--- src/hdl/stif_pkg.sv ---
package stif_pkg;

	localparam int CAPACITY  = 256;
	localparam int KEY_BITS  = 32;
	localparam int ADDR_BITS = $clog2(CAPACITY);
	localparam int CNT_BITS  = ADDR_BITS + 1;

	// request codes
	localparam logic [1:0] REQ_INSERT = 2'd0;
	localparam logic [1:0] REQ_FIND   = 2'd1;
	localparam logic [1:0] REQ_REMOVE = 2'd2;
	localparam logic [1:0] REQ_READ   = 2'd3;

	// status codes
	localparam logic [2:0] ST_OK        = 3'd0;
	localparam logic [2:0] ST_ZERO_KEY  = 3'd1;
	localparam logic [2:0] ST_FULL      = 3'd2;
	localparam logic [2:0] ST_NOT_FOUND = 3'd3;
	localparam logic [2:0] ST_BAD_INDEX = 3'd4;

	typedef struct packed {
		logic [1:0]  req_type;
		logic [31:0] key;
		logic [7:0]  index;
	} in_item_t;

	typedef struct packed {
		logic [2:0]  status;
		logic [7:0]  found_index;
		logic [31:0] value_out;
		logic [8:0]  entry_count;
	} out_item_t;

	typedef struct packed {
		logic                 rd_en;
		logic [ADDR_BITS-1:0] rd_addr;
		logic                 wr_en;
		logic [ADDR_BITS-1:0] wr_addr;
		logic [KEY_BITS-1:0]  wr_data;
	} mem_req_t;

endpackage

--- src/hdl/stif_ctrl.sv ---
module stif_ctrl (
	input  logic                            clk,
	input  logic                            arst_n,
	input  logic                            start,
	input  stif_pkg::in_item_t              req,
	input  logic                            sorted_mode,
	input  logic [stif_pkg::KEY_BITS-1:0]   rd_data,
	output stif_pkg::mem_req_t              mreq,
	output logic                            busy,
	output logic                            done,
	output stif_pkg::out_item_t             result
);
	import stif_pkg::*;

	localparam logic [2:0] S_IDLE  = 3'd0;
	localparam logic [2:0] S_RD    = 3'd1;
	localparam logic [2:0] S_EV    = 3'd2;
	localparam logic [2:0] S_MID   = 3'd3;
	localparam logic [2:0] S_WRKEY = 3'd4;

	localparam logic [2:0] PH_TAIL_I = 3'd0;
	localparam logic [2:0] PH_HEAD_I = 3'd1;
	localparam logic [2:0] PH_MID    = 3'd2;
	localparam logic [2:0] PH_HEAD_F = 3'd3;
	localparam logic [2:0] PH_TAIL_F = 3'd4;
	localparam logic [2:0] PH_SCAN   = 3'd5;
	localparam logic [2:0] PH_FETCH  = 3'd6;
	localparam logic [2:0] PH_SHIFT  = 3'd7;

	logic [2:0]           state_q, phase_q;
	logic [1:0]           req_q;
	logic [KEY_BITS-1:0]  key_q, val_q;
	logic [ADDR_BITS-1:0] idx_q, addr_q, pos_q, lo_q, hi_q;
	logic [CNT_BITS-1:0]  fill_q;
	logic                 done_q;
	out_item_t            res_q;

	logic                 lt, eq;
	logic [ADDR_BITS:0]   mid_sum;
	logic [ADDR_BITS-1:0] mid;
	logic [ADDR_BITS-1:0] last;

	assign lt      = key_q < rd_data;
	assign eq      = key_q == rd_data;
	assign mid_sum = {1'b0, lo_q} + {1'b0, hi_q};
	assign mid     = mid_sum[ADDR_BITS:1];
	assign last    = fill_q[ADDR_BITS-1:0] - 1'b1;

	function automatic out_item_t mk_res(logic [2:0] st, logic [ADDR_BITS-1:0] fi,
		logic [KEY_BITS-1:0] v, logic [CNT_BITS-1:0] cnt);
		out_item_t r;
		r.status      = st;
		r.found_index = 8'(fi);
		r.value_out   = 32'(v);
		r.entry_count = 9'(cnt);
		return r;
	endfunction

	// memory port: reads at addr_q, shift writes move the word one slot
	always_comb begin
		mreq.rd_en   = state_q == S_RD;
		mreq.rd_addr = addr_q;
		mreq.wr_en   = 1'b0;
		mreq.wr_addr = pos_q;
		mreq.wr_data = key_q;
		if (state_q == S_EV && phase_q == PH_SHIFT) begin
			mreq.wr_en   = 1'b1;
			mreq.wr_addr = (req_q == REQ_INSERT) ? addr_q + 1'b1 : addr_q - 1'b1;
			mreq.wr_data = rd_data;
		end else if (state_q == S_WRKEY) begin
			mreq.wr_en = 1'b1;
		end
	end

	always_ff @(posedge clk or negedge arst_n) begin
		if (!arst_n) begin
			state_q <= S_IDLE;
			fill_q  <= '0;
			done_q  <= 1'b0;
		end else begin
			done_q <= 1'b0;
			case (state_q)
				S_IDLE: begin
					if (start) begin
						key_q <= req.key;
						req_q <= req.req_type;
						idx_q <= req.index;
						case (req.req_type)
							REQ_INSERT: begin
								if (req.key == '0) begin
									done_q <= 1'b1;
									res_q  <= mk_res(ST_ZERO_KEY, '0, '0, fill_q);
								end else if (fill_q == CNT_BITS'(CAPACITY)) begin
									done_q <= 1'b1;
									res_q  <= mk_res(ST_FULL, '0, '0, fill_q);
								end else if (sorted_mode && fill_q != '0) begin
									addr_q  <= last;
									phase_q <= PH_TAIL_I;
									state_q <= S_RD;
								end else begin
									pos_q   <= fill_q[ADDR_BITS-1:0];
									state_q <= S_WRKEY;
								end
							end
							REQ_FIND: begin
								if (fill_q == '0) begin
									done_q <= 1'b1;
									res_q  <= mk_res(ST_NOT_FOUND, '0, '0, fill_q);
								end else begin
									addr_q  <= '0;
									phase_q <= sorted_mode ? PH_HEAD_F : PH_SCAN;
									state_q <= S_RD;
								end
							end
							default: begin
								if ({1'b0, req.index} >= fill_q) begin
									done_q <= 1'b1;
									res_q  <= mk_res(ST_BAD_INDEX, req.index, '0, fill_q);
								end else begin
									addr_q  <= req.index;
									phase_q <= PH_FETCH;
									state_q <= S_RD;
								end
							end
						endcase
					end
				end
				S_RD: begin
					state_q <= S_EV;
				end
				S_MID: begin
					if (mid == lo_q) begin
						if (req_q == REQ_INSERT) begin
							pos_q   <= mid + 1'b1;
							addr_q  <= last;
							phase_q <= PH_SHIFT;
							state_q <= S_RD;
						end else begin
							done_q  <= 1'b1;
							res_q   <= mk_res(ST_NOT_FOUND, '0, '0, fill_q);
							state_q <= S_IDLE;
						end
					end else begin
						addr_q  <= mid;
						phase_q <= PH_MID;
						state_q <= S_RD;
					end
				end
				S_WRKEY: begin
					fill_q  <= fill_q + 1'b1;
					done_q  <= 1'b1;
					res_q   <= mk_res(ST_OK, pos_q, key_q, fill_q + 1'b1);
					state_q <= S_IDLE;
				end
				S_EV: begin
					state_q <= S_IDLE;
					case (phase_q)
						PH_TAIL_I: begin
							if (!lt) begin
								pos_q   <= fill_q[ADDR_BITS-1:0];
								state_q <= S_WRKEY;
							end else begin
								addr_q  <= '0;
								phase_q <= PH_HEAD_I;
								state_q <= S_RD;
							end
						end
						PH_HEAD_I: begin
							if (lt || eq) begin
								pos_q   <= '0;
								addr_q  <= last;
								phase_q <= PH_SHIFT;
								state_q <= S_RD;
							end else begin
								lo_q    <= '0;
								hi_q    <= last;
								state_q <= S_MID;
							end
						end
						PH_MID: begin
							if (eq) begin
								if (req_q == REQ_INSERT) begin
									pos_q   <= addr_q;
									addr_q  <= last;
									phase_q <= PH_SHIFT;
									state_q <= S_RD;
								end else begin
									done_q <= 1'b1;
									res_q  <= mk_res(ST_OK, addr_q, key_q, fill_q);
								end
							end else begin
								if (lt) begin
									hi_q <= addr_q;
								end else begin
									lo_q <= addr_q;
								end
								state_q <= S_MID;
							end
						end
						PH_HEAD_F: begin
							if (eq) begin
								done_q <= 1'b1;
								res_q  <= mk_res(ST_OK, '0, key_q, fill_q);
							end else if (lt || fill_q == CNT_BITS'(1)) begin
								done_q <= 1'b1;
								res_q  <= mk_res(ST_NOT_FOUND, '0, '0, fill_q);
							end else begin
								addr_q  <= last;
								phase_q <= PH_TAIL_F;
								state_q <= S_RD;
							end
						end
						PH_TAIL_F: begin
							if (eq) begin
								done_q <= 1'b1;
								res_q  <= mk_res(ST_OK, addr_q, key_q, fill_q);
							end else if (!lt) begin
								done_q <= 1'b1;
								res_q  <= mk_res(ST_NOT_FOUND, '0, '0, fill_q);
							end else begin
								lo_q    <= '0;
								hi_q    <= last;
								state_q <= S_MID;
							end
						end
						PH_SCAN: begin
							if (eq) begin
								done_q <= 1'b1;
								res_q  <= mk_res(ST_OK, addr_q, key_q, fill_q);
							end else if ({1'b0, addr_q} + 1'b1 == fill_q) begin
								done_q <= 1'b1;
								res_q  <= mk_res(ST_NOT_FOUND, '0, '0, fill_q);
							end else begin
								addr_q  <= addr_q + 1'b1;
								state_q <= S_RD;
							end
						end
						PH_FETCH: begin
							val_q <= rd_data;
							if (req_q == REQ_READ) begin
								done_q <= 1'b1;
								res_q  <= mk_res(ST_OK, idx_q, rd_data, fill_q);
							end else if ({1'b0, idx_q} + 1'b1 < fill_q) begin
								addr_q  <= idx_q + 1'b1;
								phase_q <= PH_SHIFT;
								state_q <= S_RD;
							end else begin
								fill_q <= fill_q - 1'b1;
								done_q <= 1'b1;
								res_q  <= mk_res(ST_OK, idx_q, rd_data, fill_q - 1'b1);
							end
						end
						default: begin
							// shift step, the write goes out this cycle
							if (req_q == REQ_INSERT) begin
								if (addr_q == pos_q) begin
									state_q <= S_WRKEY;
								end else begin
									addr_q  <= addr_q - 1'b1;
									state_q <= S_RD;
								end
							end else if ({1'b0, addr_q} + 1'b1 < fill_q) begin
								addr_q  <= addr_q + 1'b1;
								state_q <= S_RD;
							end else begin
								fill_q <= fill_q - 1'b1;
								done_q <= 1'b1;
								res_q  <= mk_res(ST_OK, idx_q, val_q, fill_q - 1'b1);
							end
						end
					endcase
				end
				default: begin
					state_q <= S_IDLE;
				end
			endcase
		end
	end

	assign busy   = state_q != S_IDLE;
	assign done   = done_q;
	assign result = res_q;

endmodule

--- config.mk ---
export PLATFORM = sky130hd
export DESIGN_NAME = stif_ctrl
export DESIGN_NICKNAME = d
export VERILOG_FILES = /design/src/hdl/stif_pkg.sv /design/src/hdl/stif_ctrl.sv
export SDC_FILE = /design/constraint.sdc
export NUM_CORES = 1
export LEC_CHECK = 0
export BUFFER_PORTS_ARGS = -buffer_cell sky130_fd_sc_hd__clkbuf_2
export CAP_MARGIN = 20
export CORE_MARGIN = 2
export CORE_UTILIZATION = 40
export CTS_BUF_LIST = sky130_fd_sc_hd__clkbuf_4
export CTS_CLUSTER_DIAMETER = 50
export DETAILED_ROUTE_END_ITERATION = 8
export PLACE_DENSITY = 0.57
export REMOVE_ABC_BUFFERS = 1
export SYNTH_ARGS = -nofsm -noshare
export SYNTH_HDL_FRONTEND = slang
export SYNTH_SLANG_ARGS = --single-unit
--- constraint.sdc ---
create_clock -name clk -period 5.25 [get_ports clk]
set_clock_uncertainty 0.2 [all_clocks]
set_input_delay 0.7875 -clock clk [delete_from_list [all_inputs] [get_ports clk]]
set_output_delay 0.7875 -clock clk [all_outputs]
set_load 0.005 [all_outputs]
== Yosys cells after proc, flatten, opt, wreduce, memory -nomap -nowiden ==
Cells that the tools add are included.
Storage, ports and cells
  register bits: 174
  input bits: 78
  output and inout port bits: 104
  logic and storage cells: 271
Operators by class
  add/sub/neg operators: 10
  $lt $le $gt $ge: 4
  eq/ne operators: 69
  muxes and demuxes: 144
  reduce and logical (&&, ||, !) cells: 28
Operator list (count)
  2-to-1 mux 52 bit: 19
  2-to-1 mux 8 bit: 41
  case mux 52 bit (6 select lines): 1
  case mux 52 bit (4 select lines): 1
  case mux 8 bit (3 select lines): 5
  case mux 52 bit (2 select lines): 1
  2-to-1 mux 3 bit: 27
  case mux 8 bit (7 select lines): 1
  inequality test 3 bit (second input constant): 18
  2-to-1 mux 40 bit: 1
  2-to-1 mux 9 bit: 4
  case mux 9 bit (2 select lines): 2
  equality test 32 bit: 1
  logical NOT 32 bit: 1
  < comparator 32 bit: 1
  inequality test 2 bit (second input constant): 16
  2-to-1 mux 1 bit: 28
  adder 8 x 1 -> 8 bit (second input constant): 3
  case mux 3 bit (7 select lines): 1
  inequality test 4 bit (second input constant): 5
  AND reduction 20 bit: 1
  adder 8 x 1 -> 9 bit (second input constant): 2
  < comparator 9 bit: 2
  AND reduction 17 bit: 1
  other kinds (49): 72

== Depth between registers and ports, before layout ==
  depth after elaboration: 8
  gate-level depth with buffers: 13
  depth with buffers taken out: 12

== Worst setup path before layout ==
OpenSTA, ideal clock, no wires.
  kind: input-to-reg
  from: input port rd_data[9] (netlist name)
  to: register res_q (netlist bit result[0]), enable pin
  library setup time: 0.416 ns
  arrival: 4.070 ns
  required time: 4.634 ns
  setup slack: 0.565 ns
  stages: 9
  buffers on the path: 0
  cells stage by stage: inv_1 > ha_1 > a21o_1 > a221o_1 > o2bb2ai_1 > o41a_1 > nor2_1 > mux2_2 > and4b_1
Between the ends
  word-level cells in the longest chain between the ends: 4
  elaborated cells between the ends (all ways): 8
  classes of those cells: order compare (1); eq/ne (5); reduce/logical (2)
RTL lines
  start, declared: line stif_ctrl.sv:7  | input logic [stif_pkg::KEY_BITS-1:0] rd_data,
  < comparator 32 bit: line stif_ctrl.sv:43  | assign lt = key_q < rd_data;
  logical OR 1 bit: line stif_ctrl.sv:204  | end else if (lt || fill_q == CNT_BITS'(1)) begin
  inequality test 4 bit (no line)
  AND reduction 17 bit (no line) (*)
  end signal, assigned: line stif_ctrl.sv:203  | res_q <= mk_res(ST_OK, '0, key_q, fill_q);
  end signal, assigned: line stif_ctrl.sv:206  | res_q <= mk_res(ST_NOT_FOUND, '0, '0, fill_q);
  end signal, assigned: line stif_ctrl.sv:216  | res_q <= mk_res(ST_OK, addr_q, key_q, fill_q);
  end, declared: line stif_ctrl.sv:36  | out_item_t res_q;
Every way passes the cells marked *; elsewhere a longest branch is shown, timed or not.
A chain may end at the register's enable or synchronous reset.

== Worst setup path after layout ==
  from: register addr_q[0]
  to: register addr_q[1], enable pin
Between the ends
  word-level cells in the longest chain between the ends: 4
  elaborated cells between the ends (all ways): 8
  classes of those cells: add/sub (1); order compare (1); eq/ne (5); reduce/logical (1)
RTL lines
  start, declared: line stif_ctrl.sv:33  | logic [ADDR_BITS-1:0] idx_q, addr_q, pos_q, lo_q, hi_q;
  start signal, assigned: line stif_ctrl.sv:97  | addr_q <= last;
  start signal, assigned: line stif_ctrl.sv:120  | addr_q <= req.index;
  start signal, assigned: line stif_ctrl.sv:135  | addr_q <= last;
  adder 8 x 1 -> 9 bit: line stif_ctrl.sv:230, stif_ctrl.sv:262
  < comparator 9 bit / equality test 9 bit (equally long branches): line stif_ctrl.sv:262, stif_ctrl.sv:230
  inequality test 9 x 1 -> 1 bit (no line) / inequality test 3 bit (equally long branches)
  AND reduction 20 bit (no line) (*)
Marks and branches as above.

==> impl_metrics.py <==
metrics = {
    "run_status": {
        "outcome": "completed",
    },
    "worst_setup_path": {
        "path_cells": "ha_1 -> nand3_1 -> xnor2_1 -> ha_1 -> o21ai_0 -> a21oi_1 -> o41ai_1 -> a21oi_1 -> nand2b_1 -> a21oi_1 -> o211a_1",
        "crit_slowest_cell": "edfxtp_1",
        "cp_max_fo": 12,
        "r2r-start": "addr_q[0]",
        "critPathKind": "register to register",
        "slowest_delay_ps": 810,
        "required_ps": 5300,
        "crit_path_start_kind": "register",
        "arrival_ps": 4350,
        "regToRegEndpoint": "addr_q[1]",
        "reg2reg_depth": 11,
        "r2r_setup_slack_ps": 950,
        "cp-end-kind": "register",
        "cpMostUsedCell": "a21oi_1",
    },
    "route": {
        "top_layer": "met4",
        "wl_met3_mm": 3.00,
        "wire_per_inst_um": 22.5,
        "dr.pass1.iters": 6,
        "vias_per_cell": 6.01,
        "wl_met2_mm": 18.3,
        "num_vias": 10645,
        "drtIter0Drc": 925,
        "drt-met1-wl_mm": 17.2,
        "drcViolationCount": 0,
        "ant_nets": 0,
        "wirelength_mm": 39.9,
    },
    "cts": {
        "clk_pin_slew_worst_paths_ps": 190,
        "cts_buffers": 17,
        "cts_root_buffer": "clkbuf_4",
        "post_cts_resized": 0,
        "cts_hold_buffers": 1,
        "post_cts_buffers": 0,
        "htreeDepth": 4,
        "clock_path_buffers": 2,
        "cts.sink_count": 174,
        "clk_latency_ps": 590,
        "cts_tree": "done",
    },
    "final_layout": {
        "syn2layout_area_growth_pct": 14.3,
        "final_cells": 1772,
        "drive_above_1_share_pct": 19.6,
        "nets": 1524,
    },
    "grt": {
        "grt_pass1_vias": 10219,
        "grt_overflow": 0,
        "antenna_found_initial": 1,
        "grt_usage_pct": 25.9,
        "grt_start_max_net_pins": 53,
        "grt_pass1_wl_mm": 60.4,
    },
    "logic_synthesis": {
        "synth-seq-cells": 174,
        "ys_seq_area_share_pct": 44.5,
        "ys_async_sr_fraction_pct": 7.47,
        "synth_top_cell_by_area": "edfxtp_1",
        "synth-edff-count": 161,
        "ys_types": 75,
        "synthCells": 1222,
        "synth_warnings": 0,
        "synth_top_cells_by_area": "edfxtp_1 42%, ha_1 7.7%, nand2_1 4.4%, a22oi_1 3.9%, o21ai_0 3.9%",
        "synth.top_cell.area_share_pct": 41.7,
        "synth_area_per_cell_um2": 9.50,
        "synthFlopType": "edfxtp_1",
        "synthesis.area_um2": 11600,
    },
    "power_and_ir_drop": {
        "p_per_area_nw_per_um2": 442,
        "p_leak_nw": 5.29,
        "peakVddDrop_uv": 294,
        "p_total_w": 0.00587,
    },
    "floorplan": {
        "ios": 182,
        "dieArea_um2": 30400,
        "die_h_um": 174,
        "core_region_area_um2": 28600,
        "rows": 62,
        "die_w_um": 174,
        "start_util_pct": 40.5,
    },
    "sta": {
        "period_minus_slack_ps": 4300,
        "setup_tns_ps": 0,
        "finalCritPeriodShare_pct": 81.9,
        "tightest_slew_ps": 1060,
        "holdWs_ps": 175,
        "slew_headroom_pct": 29.3,
        "rsz0062_at_grt": "no",
        "finalSetupViolCount": 0,
        "setup_slack_ps": 949,
        "slew_violations": 0,
        "hold_viol": 0,
        "max_freq_mhz": 233,
    },
    "hold_path": {
        "hold_depth": 1,
        "min_from": "req[15]",
        "whs_endpoint": "key_q[7]",
        "hp-class": "primary input to register",
    },
    "placement": {
        "place_ws_ps": 814,
        "dp_hpwl_mm": 29.2,
        "numPortBuffers": 181,
        "place.gp.congestion": 0.977,
        "place_inst": 1737,
    },
    "run": {
        "drv_cap": 0,
    },
}
metal layers:
| metal | global-route usage (%) | up-vias |
|---|---|---|
| li1 | - | 4900 |
| met1 | 35.1 | 5127 |
| met2 | 41.9 | 530 |
| met3 | 4.05 | 88 |
| met4 | 9.38 | 0 |
| met5 | 0 | - |
how the worst max path moves through the flow:
| stage | to | slack [ps] | from | cells after the start |
|---|---|---|---|---|
| after detailed placement | addr_q[6] | 810 | rd_data[29] | 10 |
| after floorplan | result[0] | 560 | rd_data[9] | 9 |
| after CTS | addr_q[1] | 940 | addr_q[0] | 11 |
| after global routing | addr_q[1] | 680 | addr_q[0] | 11 |
| after global placement | result[14] | 920 | rd_data[30] | 11 |
| final | addr_q[1] | 950 | addr_q[0] | 11 |
cells in the final DEF (no fill, tap or decap), types with 18 or more instances in the layout:
cell type,Yosys,layout
inv_1,56,56
xnor2_1,40,40
nor3_1,18,18
buf_4,0,31
nand2_1,136,135
o21ai_1,41,39
ha_1,71,71
nand3_1,28,28
o21ai_0,91,91
xor2_1,22,22
edfxtp_1,161,161
a22oi_1,61,61
a21oi_1,65,65
o22ai_1,21,21
clkbuf_2,0,181
nand4_1,20,20
nor2_1,75,73
cells in the mapped netlist (5+ instances only):
library cell    n
o311ai_1        8
buf_1           6
xor2_1         22
mux2_2          5
edfxtp_1      161
inv_1          56
or2_2           5
clkbuf_1       71
a21o_1          7
a211oi_1        6
and3_1         16
o21ai_1        41
nand2b_1       11
o31ai_1        11
or3_1           9
o211ai_1       17
o22ai_1        21
a22oi_1        61
a21oi_1        65
and2_1          8
nor3_1         18
dfrtp_1        13
nor4_1         17
nand4_1        20
ha_1           71
a31oi_1         9
o221ai_1        5
nand3_1        28
o21ai_0        91
mux2i_1        11
nor2_1         75
o211a_1         6
nor2b_1         7
nand2_1       136
xnor2_1        40
critical path, delay by kind of cell, from the launching register on:
family          cells  cell delay, ps
compound gates      6            1260
flops               1             810
xor+xnor            1             570
simple gates        2             340
fa+ha+maj           2             800
logic make-up (layout without fill, tap and decap cells):
group,Yosys count,in the layout,synth area share (%)
simple gates,370,370,15.2
fa+ha+maj,72,72,7.83
mux,16,16,1.43
xor+xnor,64,64,5.01
compound gates,388,388,21.5
other cells,0,1,0
flops,174,174,44.5
buf+inv,138,303,4.57
through the flow:
step / util [%] / cell area [um2]
after floorplan: - / 11300
after CTS: 46.3 / 13300
after global routing: 46.4 / 13300
final: 46.4 / 13300
after global placement: 45.2 / 12900
after detailed placement: 45.2 / 12900
flip-flops by register name, indices dropped and copies added, names as in the netlist, 8 cells and up:
register and flops:
idx_q 8, val_q 32, lo_q 8, fill_q 9, hi_q 8, addr_q 8
result 52, key_q 32, pos_q 8
where the power goes:
group / internal [W] / leakage, nW / switching, W
clock: 0.000259 / 0.158 / 0.000582
combinational: 0.00101 / 3.48 / 0.00182
sequential: 0.00192 / 1.65 / 0.000274
cell type report:
type	count	area, um2
inverters	56	210
repair buffers	215	1180
fillers	2796	15400
flip-flops and latches	174	5160
diodes	1	2.50
clock inverters	15	170
multi-input cells	910	5940
clock buffers	17	128
well taps	384	480
(Power assumes the default switching activity.)
